### config.mk
export PLATFORM = sky130hd
export DESIGN_NAME = minmax_mean_column_decimator_flat
export DESIGN_NICKNAME = d
export VERILOG_FILES = /design/src/rtl/mmcd_pkg.sv /design/src/rtl/mmcd_smp_if.sv /design/src/rtl/mmcd_col_if.sv /design/src/rtl/minmax_mean_column_decimator.sv /design/src/rtl/mmcd_div.sv /design/src/rtl/mmcd_row.sv /design/src/rtl/mmcd_ctrl.sv /design/src/rtl/mmcd_dp.sv /design/src/flat_wrapper.sv
export SDC_FILE = /design/constraint.sdc
export NUM_CORES = 2
export LEC_CHECK = 0
export BUFFER_PORTS_ARGS = -buffer_cell sky130_fd_sc_hd__buf_2
export CORE_MARGIN = 1
export CORE_UTILIZATION = 45
export CTS_BUF_LIST = sky130_fd_sc_hd__clkbuf_8
export DETAILED_ROUTE_END_ITERATION = 8
export SYNTH_ARGS = -nofsm -noshare
export SYNTH_HDL_FRONTEND = slang
export SYNTH_SLANG_ARGS = --single-unit
### constraint.sdc
create_clock -name clk -period 9.8 [get_ports clk]
set_input_delay 1.96 -clock clk [delete_from_list [all_inputs] [get_ports clk]]
set_output_delay 1.96 -clock clk [all_outputs]
set_load 0.03 [all_outputs]
### src/rtl/mmcd_pkg.sv
`timescale 1ns / 1ps
// ----------------------------------------------------------------------------
// mmcd_pkg
// Shared types and fixed constants of the min/max/mean column decimator.
// ----------------------------------------------------------------------------
package mmcd_pkg;

	localparam int FIELD_W     = 32;
	localparam int CFG_IDX_W   = 2;
	localparam int CFG_DATA_W  = 13;
	localparam int SHIFT_W     = 5;
	localparam int DIM_W       = 13;
	localparam int ROW_W       = 13;
	localparam int COL_IDX_W   = 12;
	localparam int COL_CNT_W   = 13;
	localparam int ROW_SEL_W   = 3;
	localparam int Q_W         = 14;

	localparam int MIN_VIEW_WIDTH  = 50;
	localparam int MIN_VIEW_HEIGHT = 16;
	localparam int MAX_VIEW_HEIGHT = 4096;

	typedef enum logic [CFG_IDX_W-1:0] {
		CFG_WINDOW_SHIFT,
		CFG_VIEW_HEIGHT,
		CFG_VIEW_WIDTH,
		CFG_STEREO_MODE
	} cfg_reg_t;

	typedef enum logic [ROW_SEL_W-1:0] {
		ROW_L_LO,
		ROW_L_HI,
		ROW_L_MEAN,
		ROW_R_LO,
		ROW_R_HI,
		ROW_R_MEAN
	} row_sel_t;

	typedef enum logic [2:0] {
		ST_IDLE,
		ST_DIV_L_GO,
		ST_DIV_L_WAIT,
		ST_DIV_R_GO,
		ST_DIV_R_WAIT,
		ST_ROWS,
		ST_DRAIN,
		ST_LOAD
	} state_t;

	typedef struct packed {
		logic     accept;
		logic     div_start;
		logic     div_right;
		logic     row_issue;
		row_sel_t row_sel;
		logic     load_out;
	} ctrl_cmd_t;

	typedef struct packed {
		logic take_close;
		logic div_done;
		logic row_busy;
		logic out_free;
		logic stereo;
	} ctrl_sts_t;

endpackage

### src/rtl/mmcd_smp_if.sv
`timescale 1ns / 1ps
// ----------------------------------------------------------------------------
// mmcd_smp_if
// Sample channel: one left/right sample pair and its last flag.
// ----------------------------------------------------------------------------
interface mmcd_smp_if;
	import mmcd_pkg::*;

	logic                      valid;
	logic                      ready;
	logic signed [FIELD_W-1:0] left_sample;
	logic signed [FIELD_W-1:0] right_sample;
	logic                      last_sample;

	modport source (output valid, left_sample, right_sample, last_sample, input ready);
	modport sink   (input valid, left_sample, right_sample, last_sample, output ready);

endinterface

### src/rtl/mmcd_col_if.sv
`timescale 1ns / 1ps
// ----------------------------------------------------------------------------
// mmcd_col_if
// Column channel: the display rows of one decimated column.
// ----------------------------------------------------------------------------
interface mmcd_col_if;
	import mmcd_pkg::*;

	logic                 valid;
	logic                 ready;
	logic [COL_IDX_W-1:0] column_index;
	logic [ROW_W-1:0]     left_low_row;
	logic [ROW_W-1:0]     left_high_row;
	logic [ROW_W-1:0]     left_mean_row;
	logic [ROW_W-1:0]     right_low_row;
	logic [ROW_W-1:0]     right_high_row;
	logic [ROW_W-1:0]     right_mean_row;

	modport source (output valid, column_index, left_low_row, left_high_row, left_mean_row,
		right_low_row, right_high_row, right_mean_row, input ready);
	modport sink   (input valid, column_index, left_low_row, left_high_row, left_mean_row,
		right_low_row, right_high_row, right_mean_row, output ready);

endinterface

### src/rtl/minmax_mean_column_decimator.sv
`timescale 1ns / 1ps
// ----------------------------------------------------------------------------
// minmax_mean_column_decimator
// Folds each window of 2^window_shift samples into one display column with
// the rows of the minimum, maximum and mean of each channel, up to the view width.
// ----------------------------------------------------------------------------
//  channel  dir  transaction          payload
//  smp      in   valid & ready        left_sample, right_sample, last_sample
//  col      out  valid & ready        column_index, six 13-bit rows
//  cfg      in   cfg_we (no ready)    cfg_index, cfg_data
//
//  A sample that does not close a window leaves smp.ready high.
//  A closing sample waits for the bit-serial mean divider, which runs once
//  per channel (left only in mono, left then right in stereo), and then for
//  the row scaler pipeline.
//  smp.ready is low only while a column is computed or waits for the output
//  register; a held output register stalls only the next closing sample.
//  Reset restores the register defaults and clears all window state.
// ----------------------------------------------------------------------------
module minmax_mean_column_decimator #(
	parameter int SAMPLE_BITS = 32,
	parameter int MAX_COLUMNS = 4096,
	parameter int MAX_SHIFT   = 19
) (
	input  logic                            clk,
	input  logic                            arst_n,
	input  logic                            cfg_we,
	input  logic [mmcd_pkg::CFG_IDX_W-1:0]  cfg_index,
	input  logic [mmcd_pkg::CFG_DATA_W-1:0] cfg_data,
	mmcd_smp_if.sink                        smp,
	mmcd_col_if.source                      col
);
	import mmcd_pkg::*;

	ctrl_cmd_t cmd;
	ctrl_sts_t sts;

	mmcd_ctrl u_ctrl (
		.clk    (clk),
		.arst_n (arst_n),
		.sts    (sts),
		.cmd    (cmd)
	);

	mmcd_dp #(
		.SAMPLE_BITS (SAMPLE_BITS),
		.MAX_COLUMNS (MAX_COLUMNS),
		.MAX_SHIFT   (MAX_SHIFT)
	) u_dp (
		.clk       (clk),
		.arst_n    (arst_n),
		.cfg_we    (cfg_we),
		.cfg_index (cfg_index),
		.cfg_data  (cfg_data),
		.cmd       (cmd),
		.sts       (sts),
		.smp       (smp),
		.col       (col)
	);

endmodule

### src/rtl/mmcd_div.sv
`timescale 1ns / 1ps
// ----------------------------------------------------------------------------
// mmcd_div
// Bit-serial signed-by-unsigned divider, quotient truncated toward zero.
// ----------------------------------------------------------------------------
module mmcd_div #(
	parameter int NUM_W = 51,
	parameter int DEN_W = 20
) (
	input  logic                    clk,
	input  logic                    arst_n,
	input  logic                    start,
	input  logic signed [NUM_W-1:0] num,
	input  logic        [DEN_W-1:0] den,
	output logic                    done,
	output logic signed [NUM_W-1:0] quo
);

	localparam int CNT_W = $clog2(NUM_W + 1);

	logic             busy_q;
	logic             done_q;
	logic [CNT_W-1:0] cnt_q;
	logic             neg_q;
	logic [NUM_W-1:0] d_q;
	logic [DEN_W-1:0] rem_q;
	logic [DEN_W:0]   trial;
	logic             fit;
	logic [DEN_W:0]   diff;

	assign trial = {rem_q, d_q[NUM_W-1]};
	assign fit   = trial >= {1'b0, den};
	assign diff  = trial - {1'b0, den};

	always_ff @(posedge clk or negedge arst_n) begin
		if (!arst_n) begin
			busy_q <= 1'b0;
			done_q <= 1'b0;
			cnt_q  <= '0;
		end else begin
			done_q <= 1'b0;
			if (start) begin
				busy_q <= 1'b1;
				cnt_q  <= CNT_W'(NUM_W);
			end else if (busy_q) begin
				cnt_q <= cnt_q - 1'b1;
				if (cnt_q == CNT_W'(1)) begin
					busy_q <= 1'b0;
					done_q <= 1'b1;
				end
			end
		end
	end

	always_ff @(posedge clk) begin
		if (start) begin
			neg_q <= num[NUM_W-1];
			d_q   <= num[NUM_W-1] ? NUM_W'(-num) : NUM_W'(num);
			rem_q <= '0;
		end else if (busy_q) begin
			rem_q <= fit ? diff[DEN_W-1:0] : trial[DEN_W-1:0];
			d_q   <= {d_q[NUM_W-2:0], fit};
		end
	end

	assign done = done_q;
	assign quo  = neg_q ? $signed(NUM_W'(-d_q)) : $signed(d_q);

endmodule

### src/rtl/mmcd_row.sv
`timescale 1ns / 1ps
// ----------------------------------------------------------------------------
// mmcd_row
// Row scaler: y = h/2 + trunc(trunc(s*h/2) / (2^(SAMPLE_BITS-1) - 1)),
// saturated at zero. Two register stages, result valid after the second.
// ----------------------------------------------------------------------------
module mmcd_row #(
	parameter int SAMPLE_BITS = 32
) (
	input  logic                          clk,
	input  logic                          arst_n,
	input  logic                          issue,
	input  mmcd_pkg::row_sel_t            tag,
	input  logic signed [SAMPLE_BITS-1:0] smp,
	input  logic [mmcd_pkg::DIM_W-1:0]    height,
	output logic                          res_valid,
	output mmcd_pkg::row_sel_t            res_tag,
	output logic [mmcd_pkg::ROW_W-1:0]    res_row,
	output logic                          busy
);
	import mmcd_pkg::*;

	localparam int K   = SAMPLE_BITS - 1;
	localparam int PW  = SAMPLE_BITS + DIM_W + 1;
	localparam int CW  = ((K > Q_W) ? K : Q_W) + 1;
	localparam int C2W = K + 1;

	logic                 valid_s1;
	row_sel_t             tag_s1;
	logic signed [PW-1:0] prod_s1;

	logic                 valid_s2;
	row_sel_t             tag_s2;
	logic                 neg_s2;
	logic [Q_W-1:0]       q_s2;

	logic [PW-1:0]   mag;
	logic [PW-2:0]   m;
	logic [Q_W-1:0]  a;
	logic [K-1:0]    b;
	logic [CW-1:0]   c;
	logic [CW-K-1:0] c_hi;
	logic [C2W-1:0]  c2;
	logic [Q_W-1:0]  q;
	logic [15:0]     half16;
	logic [15:0]     y;

	assign mag  = prod_s1[PW-1] ? PW'(-prod_s1) : PW'(prod_s1);
	assign m    = mag[PW-1:1];
	assign a    = m[PW-2:K];
	assign b    = m[K-1:0];
	assign c    = CW'(a) + CW'(b);
	assign c_hi = c[CW-1:K];
	assign c2   = C2W'(c_hi) + C2W'(c[K-1:0]);
	assign q    = a + Q_W'(c_hi) + Q_W'(c2 >= C2W'({K{1'b1}}));

	always_ff @(posedge clk or negedge arst_n) begin
		if (!arst_n) begin
			valid_s1 <= 1'b0;
			valid_s2 <= 1'b0;
		end else begin
			valid_s1 <= issue;
			valid_s2 <= valid_s1;
		end
	end

	always_ff @(posedge clk) begin
		tag_s1  <= tag;
		prod_s1 <= PW'(smp) * PW'($signed({1'b0, height}));
		tag_s2  <= tag_s1;
		neg_s2  <= prod_s1[PW-1];
		q_s2    <= q;
	end

	assign half16 = 16'(height[DIM_W-1:1]);
	assign y      = neg_s2 ? half16 - 16'(q_s2) : half16 + 16'(q_s2);

	assign res_valid = valid_s2;
	assign res_tag   = tag_s2;
	assign res_row   = y[15] ? '0 : y[ROW_W-1:0];
	assign busy      = valid_s1 | valid_s2;

endmodule

### src/rtl/mmcd_ctrl.sv
`timescale 1ns / 1ps
// ----------------------------------------------------------------------------
// mmcd_ctrl
// Sequencer: accept samples, then run the mean divides, the row scaler
// and the output load for each closed column.
// ----------------------------------------------------------------------------
module mmcd_ctrl (
	input  logic                clk,
	input  logic                arst_n,
	input  mmcd_pkg::ctrl_sts_t sts,
	output mmcd_pkg::ctrl_cmd_t cmd
);
	import mmcd_pkg::*;

	state_t   state_q;
	state_t   state_nx;
	row_sel_t row_q;
	row_sel_t row_end;

	assign row_end = sts.stereo ? ROW_R_MEAN : ROW_L_MEAN;

	always_comb begin
		state_nx = state_q;
		unique case (state_q)
			ST_IDLE:       if (sts.take_close) state_nx = ST_DIV_L_GO;
			ST_DIV_L_GO:   state_nx = ST_DIV_L_WAIT;
			ST_DIV_L_WAIT: if (sts.div_done) state_nx = sts.stereo ? ST_DIV_R_GO : ST_ROWS;
			ST_DIV_R_GO:   state_nx = ST_DIV_R_WAIT;
			ST_DIV_R_WAIT: if (sts.div_done) state_nx = ST_ROWS;
			ST_ROWS:       if (row_q == row_end) state_nx = ST_DRAIN;
			ST_DRAIN:      if (!sts.row_busy) state_nx = ST_LOAD;
			ST_LOAD:       if (sts.out_free) state_nx = ST_IDLE;
			default:       state_nx = ST_IDLE;
		endcase
	end

	always_comb begin
		cmd           = '0;
		cmd.row_sel   = row_q;
		cmd.div_right = (state_q == ST_DIV_R_GO) || (state_q == ST_DIV_R_WAIT);
		unique case (state_q) inside
			ST_IDLE:                  cmd.accept    = 1'b1;
			ST_DIV_L_GO, ST_DIV_R_GO: cmd.div_start = 1'b1;
			ST_ROWS:                  cmd.row_issue = 1'b1;
			ST_LOAD:                  cmd.load_out  = sts.out_free;
			default: ;
		endcase
	end

	always_ff @(posedge clk or negedge arst_n) begin
		if (!arst_n) begin
			state_q <= ST_IDLE;
			row_q   <= ROW_L_LO;
		end else begin
			state_q <= state_nx;
			if (state_q == ST_ROWS && row_q != row_end) begin
				row_q <= row_sel_t'(row_q + 1'b1);
			end else begin
				row_q <= ROW_L_LO;
			end
		end
	end

endmodule

### src/rtl/mmcd_dp.sv
`timescale 1ns / 1ps
// ----------------------------------------------------------------------------
// mmcd_dp
// Datapath: configuration, per-window min/max/sum accumulators, mean
// divider, row scaler and the column output register.
// ----------------------------------------------------------------------------
module mmcd_dp #(
	parameter int SAMPLE_BITS = 32,
	parameter int MAX_COLUMNS = 4096,
	parameter int MAX_SHIFT   = 19
) (
	input  logic                             clk,
	input  logic                             arst_n,
	input  logic                             cfg_we,
	input  logic [mmcd_pkg::CFG_IDX_W-1:0]   cfg_index,
	input  logic [mmcd_pkg::CFG_DATA_W-1:0]  cfg_data,
	input  mmcd_pkg::ctrl_cmd_t              cmd,
	output mmcd_pkg::ctrl_sts_t              sts,
	mmcd_smp_if.sink                         smp,
	mmcd_col_if.source                       col
);
	import mmcd_pkg::*;

	localparam int SUM_W = SAMPLE_BITS + MAX_SHIFT;
	localparam int CNT_W = MAX_SHIFT + 1;
	localparam int CL_W  = $clog2(MAX_COLUMNS + 1);
	localparam int WW    = (CL_W > COL_CNT_W) ? CL_W : COL_CNT_W;

	localparam logic signed [SAMPLE_BITS-1:0] S_MAX = {1'b0, {(SAMPLE_BITS-1){1'b1}}};
	localparam logic signed [SAMPLE_BITS-1:0] S_MIN = {1'b1, {(SAMPLE_BITS-1){1'b0}}};

	logic [SHIFT_W-1:0] shift_q;
	logic [DIM_W-1:0]   height_q;
	logic [DIM_W-1:0]   width_q;
	logic               stereo_q;

	logic signed [SAMPLE_BITS-1:0] lmin_q, lmax_q, rmin_q, rmax_q;
	logic signed [SUM_W-1:0]       lsum_q, rsum_q;
	logic [CNT_W-1:0]              wcnt_q;
	logic [COL_CNT_W-1:0]          ccnt_q;
	logic                          last_q;
	logic signed [SAMPLE_BITS-1:0] lmean_q, rmean_q;
	logic [ROW_W-1:0]              row_q [6];

	logic                 out_valid_q;
	logic [COL_IDX_W-1:0] col_idx_q;
	logic [ROW_W-1:0]     llo_q, lhi_q, lmn_q, rlo_q, rhi_q, rmn_q;

	logic [SHIFT_W-1:0]            shift_eff;
	logic [DIM_W-1:0]              height_eff;
	logic [WW-1:0]                 width_x;
	logic [WW-1:0]                 width_eff;
	logic [CNT_W-1:0]              win_size;
	logic [CNT_W-1:0]              wcnt_nx;
	logic                          beyond;
	logic                          closes;
	logic                          fire;
	logic signed [SAMPLE_BITS-1:0] ls, rs;

	logic                          div_done;
	logic signed [SUM_W-1:0]       div_quo;
	logic                          rres_valid;
	row_sel_t                      rres_tag;
	logic [ROW_W-1:0]              rres_row;
	logic                          row_busy;
	logic signed [SAMPLE_BITS-1:0] row_opd;

	always_comb begin
		shift_eff = shift_q;
		if (shift_q == '0) begin
			shift_eff = SHIFT_W'(1);
		end else if (shift_q > SHIFT_W'(MAX_SHIFT)) begin
			shift_eff = SHIFT_W'(MAX_SHIFT);
		end
		height_eff = height_q;
		if (height_q < DIM_W'(MIN_VIEW_HEIGHT)) begin
			height_eff = DIM_W'(MIN_VIEW_HEIGHT);
		end else if (height_q > DIM_W'(MAX_VIEW_HEIGHT)) begin
			height_eff = DIM_W'(MAX_VIEW_HEIGHT);
		end
		width_x   = WW'(width_q);
		width_eff = width_x;
		if (width_x < WW'(MIN_VIEW_WIDTH)) begin
			width_eff = WW'(MIN_VIEW_WIDTH);
		end else if (width_x > WW'(MAX_COLUMNS)) begin
			width_eff = WW'(MAX_COLUMNS);
		end
	end

	assign win_size = CNT_W'(1) << shift_eff;
	assign wcnt_nx  = wcnt_q + 1'b1;
	assign beyond   = WW'(ccnt_q) >= width_eff;
	assign closes   = smp.last_sample || (wcnt_nx >= win_size);
	assign fire     = smp.valid && cmd.accept;
	assign ls       = $signed(smp.left_sample[SAMPLE_BITS-1:0]);
	assign rs       = $signed(smp.right_sample[SAMPLE_BITS-1:0]);

	assign smp.ready = cmd.accept;

	always_ff @(posedge clk or negedge arst_n) begin
		if (!arst_n) begin
			shift_q  <= SHIFT_W'(1);
			height_q <= DIM_W'(MIN_VIEW_HEIGHT);
			width_q  <= DIM_W'(MIN_VIEW_WIDTH);
			stereo_q <= 1'b0;
		end else if (cfg_we) begin
			unique case (cfg_reg_t'(cfg_index))
				CFG_WINDOW_SHIFT: shift_q  <= cfg_data[SHIFT_W-1:0];
				CFG_VIEW_HEIGHT:  height_q <= cfg_data[DIM_W-1:0];
				CFG_VIEW_WIDTH:   width_q  <= cfg_data[DIM_W-1:0];
				CFG_STEREO_MODE:  stereo_q <= cfg_data[0];
				default: ;
			endcase
		end
	end

	always_ff @(posedge clk or negedge arst_n) begin
		if (!arst_n) begin
			lmin_q <= S_MAX;
			lmax_q <= S_MIN;
			lsum_q <= '0;
			rmin_q <= S_MAX;
			rmax_q <= S_MIN;
			rsum_q <= '0;
			wcnt_q <= '0;
			ccnt_q <= '0;
			last_q <= 1'b0;
		end else if (fire && beyond) begin
			if (smp.last_sample) begin
				lmin_q <= S_MAX;
				lmax_q <= S_MIN;
				lsum_q <= '0;
				rmin_q <= S_MAX;
				rmax_q <= S_MIN;
				rsum_q <= '0;
				wcnt_q <= '0;
				ccnt_q <= '0;
			end
		end else if (fire) begin
			if (ls < lmin_q) lmin_q <= ls;
			if (ls > lmax_q) lmax_q <= ls;
			lsum_q <= lsum_q + SUM_W'(ls);
			if (stereo_q) begin
				if (rs < rmin_q) rmin_q <= rs;
				if (rs > rmax_q) rmax_q <= rs;
				rsum_q <= rsum_q + SUM_W'(rs);
			end
			wcnt_q <= wcnt_nx;
			last_q <= smp.last_sample;
		end else if (cmd.load_out) begin
			lmin_q <= S_MAX;
			lmax_q <= S_MIN;
			lsum_q <= '0;
			rmin_q <= S_MAX;
			rmax_q <= S_MIN;
			rsum_q <= '0;
			wcnt_q <= '0;
			ccnt_q <= last_q ? '0 : ccnt_q + 1'b1;
		end
	end

	mmcd_div #(
		.NUM_W (SUM_W),
		.DEN_W (CNT_W)
	) u_div (
		.clk    (clk),
		.arst_n (arst_n),
		.start  (cmd.div_start),
		.num    (cmd.div_right ? rsum_q : lsum_q),
		.den    (wcnt_q),
		.done   (div_done),
		.quo    (div_quo)
	);

	always_ff @(posedge clk) begin
		if (div_done) begin
			if (cmd.div_right) begin
				rmean_q <= div_quo[SAMPLE_BITS-1:0];
			end else begin
				lmean_q <= div_quo[SAMPLE_BITS-1:0];
			end
		end
	end

	always_comb begin
		unique case (cmd.row_sel)
			ROW_L_LO:   row_opd = lmin_q;
			ROW_L_HI:   row_opd = lmax_q;
			ROW_L_MEAN: row_opd = lmean_q;
			ROW_R_LO:   row_opd = rmin_q;
			ROW_R_HI:   row_opd = rmax_q;
			ROW_R_MEAN: row_opd = rmean_q;
			default:    row_opd = '0;
		endcase
	end

	mmcd_row #(
		.SAMPLE_BITS (SAMPLE_BITS)
	) u_row (
		.clk       (clk),
		.arst_n    (arst_n),
		.issue     (cmd.row_issue),
		.tag       (cmd.row_sel),
		.smp       (row_opd),
		.height    (height_eff),
		.res_valid (rres_valid),
		.res_tag   (rres_tag),
		.res_row   (rres_row),
		.busy      (row_busy)
	);

	always_ff @(posedge clk) begin
		if (rres_valid) begin
			unique case (rres_tag)
				ROW_L_LO:   row_q[0] <= rres_row;
				ROW_L_HI:   row_q[1] <= rres_row;
				ROW_L_MEAN: row_q[2] <= rres_row;
				ROW_R_LO:   row_q[3] <= rres_row;
				ROW_R_HI:   row_q[4] <= rres_row;
				ROW_R_MEAN: row_q[5] <= rres_row;
				default: ;
			endcase
		end
	end

	always_ff @(posedge clk or negedge arst_n) begin
		if (!arst_n) begin
			out_valid_q <= 1'b0;
		end else if (cmd.load_out) begin
			out_valid_q <= 1'b1;
		end else if (col.ready) begin
			out_valid_q <= 1'b0;
		end
	end

	always_ff @(posedge clk) begin
		if (cmd.load_out) begin
			col_idx_q <= ccnt_q[COL_IDX_W-1:0];
			llo_q     <= row_q[0];
			lhi_q     <= row_q[1];
			lmn_q     <= row_q[2];
			rlo_q     <= stereo_q ? row_q[3] : '0;
			rhi_q     <= stereo_q ? row_q[4] : '0;
			rmn_q     <= stereo_q ? row_q[5] : '0;
		end
	end

	assign col.valid          = out_valid_q;
	assign col.column_index   = col_idx_q;
	assign col.left_low_row   = llo_q;
	assign col.left_high_row  = lhi_q;
	assign col.left_mean_row  = lmn_q;
	assign col.right_low_row  = rlo_q;
	assign col.right_high_row = rhi_q;
	assign col.right_mean_row = rmn_q;

	assign sts.take_close = fire && !beyond && closes;
	assign sts.div_done   = div_done;
	assign sts.row_busy   = row_busy;
	assign sts.out_free   = !out_valid_q || col.ready;
	assign sts.stereo     = stereo_q;

endmodule
### src/flat_wrapper.sv
// flat-port wrapper written by rule: the top's interface ports become plain ports
module minmax_mean_column_decimator_flat import mmcd_pkg::*;
#(
	parameter int SAMPLE_BITS = 32,
	parameter int MAX_COLUMNS = 4096,
	parameter int MAX_SHIFT   = 19
)
  (clk, arst_n, cfg_we, cfg_index, cfg_data, smp_valid, smp_left_sample, smp_right_sample, smp_last_sample, smp_ready, col_valid, col_column_index, col_left_low_row, col_left_high_row, col_left_mean_row, col_right_low_row, col_right_high_row, col_right_mean_row, col_ready);
  mmcd_smp_if smp_i ();
  mmcd_col_if col_i ();
  input  logic clk;
  input  logic arst_n;
  input  logic cfg_we;
  input  logic [mmcd_pkg::CFG_IDX_W-1:0] cfg_index;
  input  logic [mmcd_pkg::CFG_DATA_W-1:0] cfg_data;
  input wire logic [$bits(smp_i.valid)-1:0] smp_valid;
  input wire logic [$bits(smp_i.left_sample)-1:0] smp_left_sample;
  input wire logic [$bits(smp_i.right_sample)-1:0] smp_right_sample;
  input wire logic [$bits(smp_i.last_sample)-1:0] smp_last_sample;
  output wire logic [$bits(smp_i.ready)-1:0] smp_ready;
  output wire logic [$bits(col_i.valid)-1:0] col_valid;
  output wire logic [$bits(col_i.column_index)-1:0] col_column_index;
  output wire logic [$bits(col_i.left_low_row)-1:0] col_left_low_row;
  output wire logic [$bits(col_i.left_high_row)-1:0] col_left_high_row;
  output wire logic [$bits(col_i.left_mean_row)-1:0] col_left_mean_row;
  output wire logic [$bits(col_i.right_low_row)-1:0] col_right_low_row;
  output wire logic [$bits(col_i.right_high_row)-1:0] col_right_high_row;
  output wire logic [$bits(col_i.right_mean_row)-1:0] col_right_mean_row;
  input wire logic [$bits(col_i.ready)-1:0] col_ready;
  assign smp_i.valid = smp_valid;
  assign smp_i.left_sample = smp_left_sample;
  assign smp_i.right_sample = smp_right_sample;
  assign smp_i.last_sample = smp_last_sample;
  assign smp_ready = smp_i.ready;
  assign col_valid = col_i.valid;
  assign col_column_index = col_i.column_index;
  assign col_left_low_row = col_i.left_low_row;
  assign col_left_high_row = col_i.left_high_row;
  assign col_left_mean_row = col_i.left_mean_row;
  assign col_right_low_row = col_i.right_low_row;
  assign col_right_high_row = col_i.right_high_row;
  assign col_right_mean_row = col_i.right_mean_row;
  assign col_i.ready = col_ready;
  minmax_mean_column_decimator #(.SAMPLE_BITS(SAMPLE_BITS), .MAX_COLUMNS(MAX_COLUMNS), .MAX_SHIFT(MAX_SHIFT)) u_core (.clk(clk), .arst_n(arst_n), .cfg_we(cfg_we), .cfg_index(cfg_index), .cfg_data(cfg_data), .smp(smp_i), .col(col_i));
endmodule
==> impl_results.md <==
* Status: completed
* Crit path largest cell delay at 0.60 ns
* Final Cell Area at 61,400 um^2
* Synth warn at 0
* Worst Reg-to-Reg Cells at 34
* Row count at 129
* Crit path from: u_core.u_dp.u_row.prod_s1[6]
* Nets at 7,013
* Largest net degree at the start of global routing at 155
* Clock H-tree levels at 3
* Post-synthesis xor/xnor area fraction at 5.14%
* Post-synthesis cell area at 56,000 um^2
* CP startpoint kind: flip-flop
* Asr flop ratio synth at 45.8%
* Met1 GRT Util at 34.6%
* Synthesized net count at 6,853
* Setup TNS at 0 ns
* Antenna violations before repair at 11
* Fmax at 0.111 GHz
* Final Routed Wirelength at 164,000 um
* Cell taking the most area after synthesis: edfxtp_1
* Total die area at 126,000 um^2
* Port bufs at 176
* EDFF count, synth at 284
* Drt pass-1 iters at 6
* Worst Tran Pin Value at 1.16 ns
* R2R Setup Slk at 0.75 ns
* Vias per inst at 5.63
* DP Wirelength at 127,000 um
* Largest family of logic cells by synthesized area: adder cells
* Slowest-stage cell, CP: or4_1
* Initial core utilization at 45.3%
* Global routing's busiest layer: met2
* Clk slew on worst S/H paths at 0.06 ns
* Mux cell area share after synthesis at 1.70%
* Fin crit period at 9.05 ns
* Area grow syn2layout at 9.65%
* Met3 Resource Use GR at 3.95%
* Synth top area share at 15.2%
* Root buf cell: clkbuf_8
* Total CTS buffers at 117
* Min Hold Slack at 0.340 ns
* Post-Synth Simple-Gate Area at 14.7%
* Vias in the first global route at 43,551
* Clock Latency Late Sink at 0.87 ns
* Most used DFF post-synth: edfxtp_1
* Commonest cells after routing, fill and taps aside: 707 x inv_1, 659 x nand2_1, 437 x ha_1
* Total congestion overflow at 0
* Layout cells sized above 1 at 9.97%
* Cell variety after synth at 102
* Met2 usage at 42.9%
* Register area share after synthesis at 32.5%
* Final GP Congestion at 0.929
* Critical Path Fanout Max at 7
* Antenna-violating nets left at 0
* Relative slew slack at 22.3%
* Worst r2r dst: u_core.u_dp.u_row.q_s2[13]
* Unrepaired setup endpoints after global routing: false
* Crit Path Class: reg -> reg
* Post-DP Area at 58,900 um^2
* Complex-gate fraction of the synthesized area at 16.2%
* CP required at 10.52 ns
* Worst EP arrival at 9.76 ns
* Setup-failing EPs final at 0
* Most common cell after layout, fill and taps aside: inv_1
* Synthesized flop and latch total at 684
* Fin Clk Skew at 0.0768 ns
* Clock Sinks at 684
* Critical path endpoint: u_core.u_dp.u_row.q_s2[13]
* Worst r2r src: u_core.u_dp.u_row.prod_s1[6]
* DR vias at 44,173
* Ports at 177
* DR DRC count at 0
* Worst hold-check path type: reg -> reg
* Initial DRC count at 3,663
* Mean Syn Cell Area at 9.41 um^2
* Die Ht at 355 um
* Synth top area cells: edfxtp_1 15%, fa_1 14%, dfrtp_1 11%
* Clock Path Buffers at 3
* Final hold vios at 0
* Mean routed wirelength per cell at 20.8 um
* GRT Overall Usage at 26.1%
* Post-synthesis cell count at 5,946
* Max-cap violations at 0
* Die X at 355 um
* Synth Area in Adders at 23.6%
* Core region area at 123,000 um^2
* Final Cycle Share at 92.3%
* Fin. max-slew vios at 0
* First-pass GRT wire length at 255,000 um
* CP Capture Type: flip-flop
* TritonCTS clock tree: built
cell type report:
type	count	area, um^2
timing repair buffer	274	1640
clock buffer	141	1940
fill	11644	62100
tap	1637	2050
sequential	684	18200
inverter	672	2520
clock inverter	81	480
multi-input combinational	4357	34500
antenna	4	10.0
metal layers:
layer	part of all wire, %	up-vias
li1	-	20916
met1	43	21712
met2	47	1278
met3	5.8	263
met4	3.9	4
met5	0.016	-
sequential cells by signal, indices dropped and copies added (netlist names), 14 cells and up:
name,cells
u_core.u_dp.u_row.q_s2,14
u_core.u_dp.lmax_q,32
u_core.u_dp.lsum_q,51
u_core.u_dp.rmin_q,32
u_core.u_dp.u_div.d_q,51
u_core.u_dp.u_row.prod_s1,46
u_core.u_dp.rmean_q,32
u_core.u_dp.lmean_q,32
u_core.u_dp.row_q,78
u_core.u_dp.lmin_q,32
u_core.u_dp.wcnt_q,20
u_core.u_dp.rmax_q,32
u_core.u_dp.u_div.rem_q,20
u_core.u_dp.rsum_q,51
per-stage QoR:
stage               setup WS, ns  util (%)  instances
floorplan                   1.66         -       5946
CTS                        0.225      49.6       7843
detailed placement         0.293      47.7       7621
finish                     0.755      49.7       7850
global placement           0.387      47.7       7621
global route              0.0354      49.7       7847
worst max-delay path, delay by kind of cell, from the launching register on:
kind                     cells  cell delay, ns
AO/OA/AOI/OAI               15            3.50
AND/OR/NAND/NOR             12            3.16
adder cells (fa/ha/maj)      4            1.08
flip-flops                   1            0.42
buffers and inverters        2            0.41
XOR/XNOR                     1            0.35
timing repair:
item	in CTS	in global routing
hold buffers	0	0
gates resized for setup	0	7
setup buffers	0	3
setup endpoints to repair	0	9
synth_stat cells (132+ instances only):
library cell,count
inv_1,665
nand2_1,660
ha_1,437
o21ai_0,433
fa_1,385
nor2_1,341
edfxtp_1,284
a21oi_1,255
dfrtp_1,244
xnor2_1,232
clkbuf_1,214
nand3_1,149
a21o_1,132
cells by family (layout without fill, tap and decap cells):
logic type | after synthesis | after routing
simple gates | 1732 | 1732
compound gates | 1385 | 1385
buf+inv | 905 | 1168
fa+ha+maj | 823 | 823
flops | 684 | 684
xor+xnor | 325 | 325
mux | 91 | 91
other cells | 1 | 5
how the worst min path moves through the flow:
stage	slack, ns	depth (start not counted)	endpoint	start
5_1_grt	0.34	0	u_core.u_dp.u_row.res_tag[1]	u_core.u_dp.u_row.tag_s1[1]
3_3_place_gp	0.31	0	u_core.u_dp.u_row.res_tag[1]	u_core.u_dp.u_row.tag_s1[1]
4_1_cts	0.34	0	u_core.u_dp.u_row.res_tag[0]	u_core.u_dp.u_row.tag_s1[0]
6_report	0.34	0	u_core.u_dp.u_row.res_tag[1]	u_core.u_dp.u_row.tag_s1[1]
3_5_place_dp	0.32	0	u_core.u_dp.u_row.res_tag[1]	u_core.u_dp.u_row.tag_s1[1]
2_1_floorplan	0.31	0	u_core.u_dp.u_row.res_tag[0]	u_core.u_dp.u_row.tag_s1[0]
Power is not shown: default switching activity piles up to over one toggle a cycle in this logic, so the estimate is an artifact.
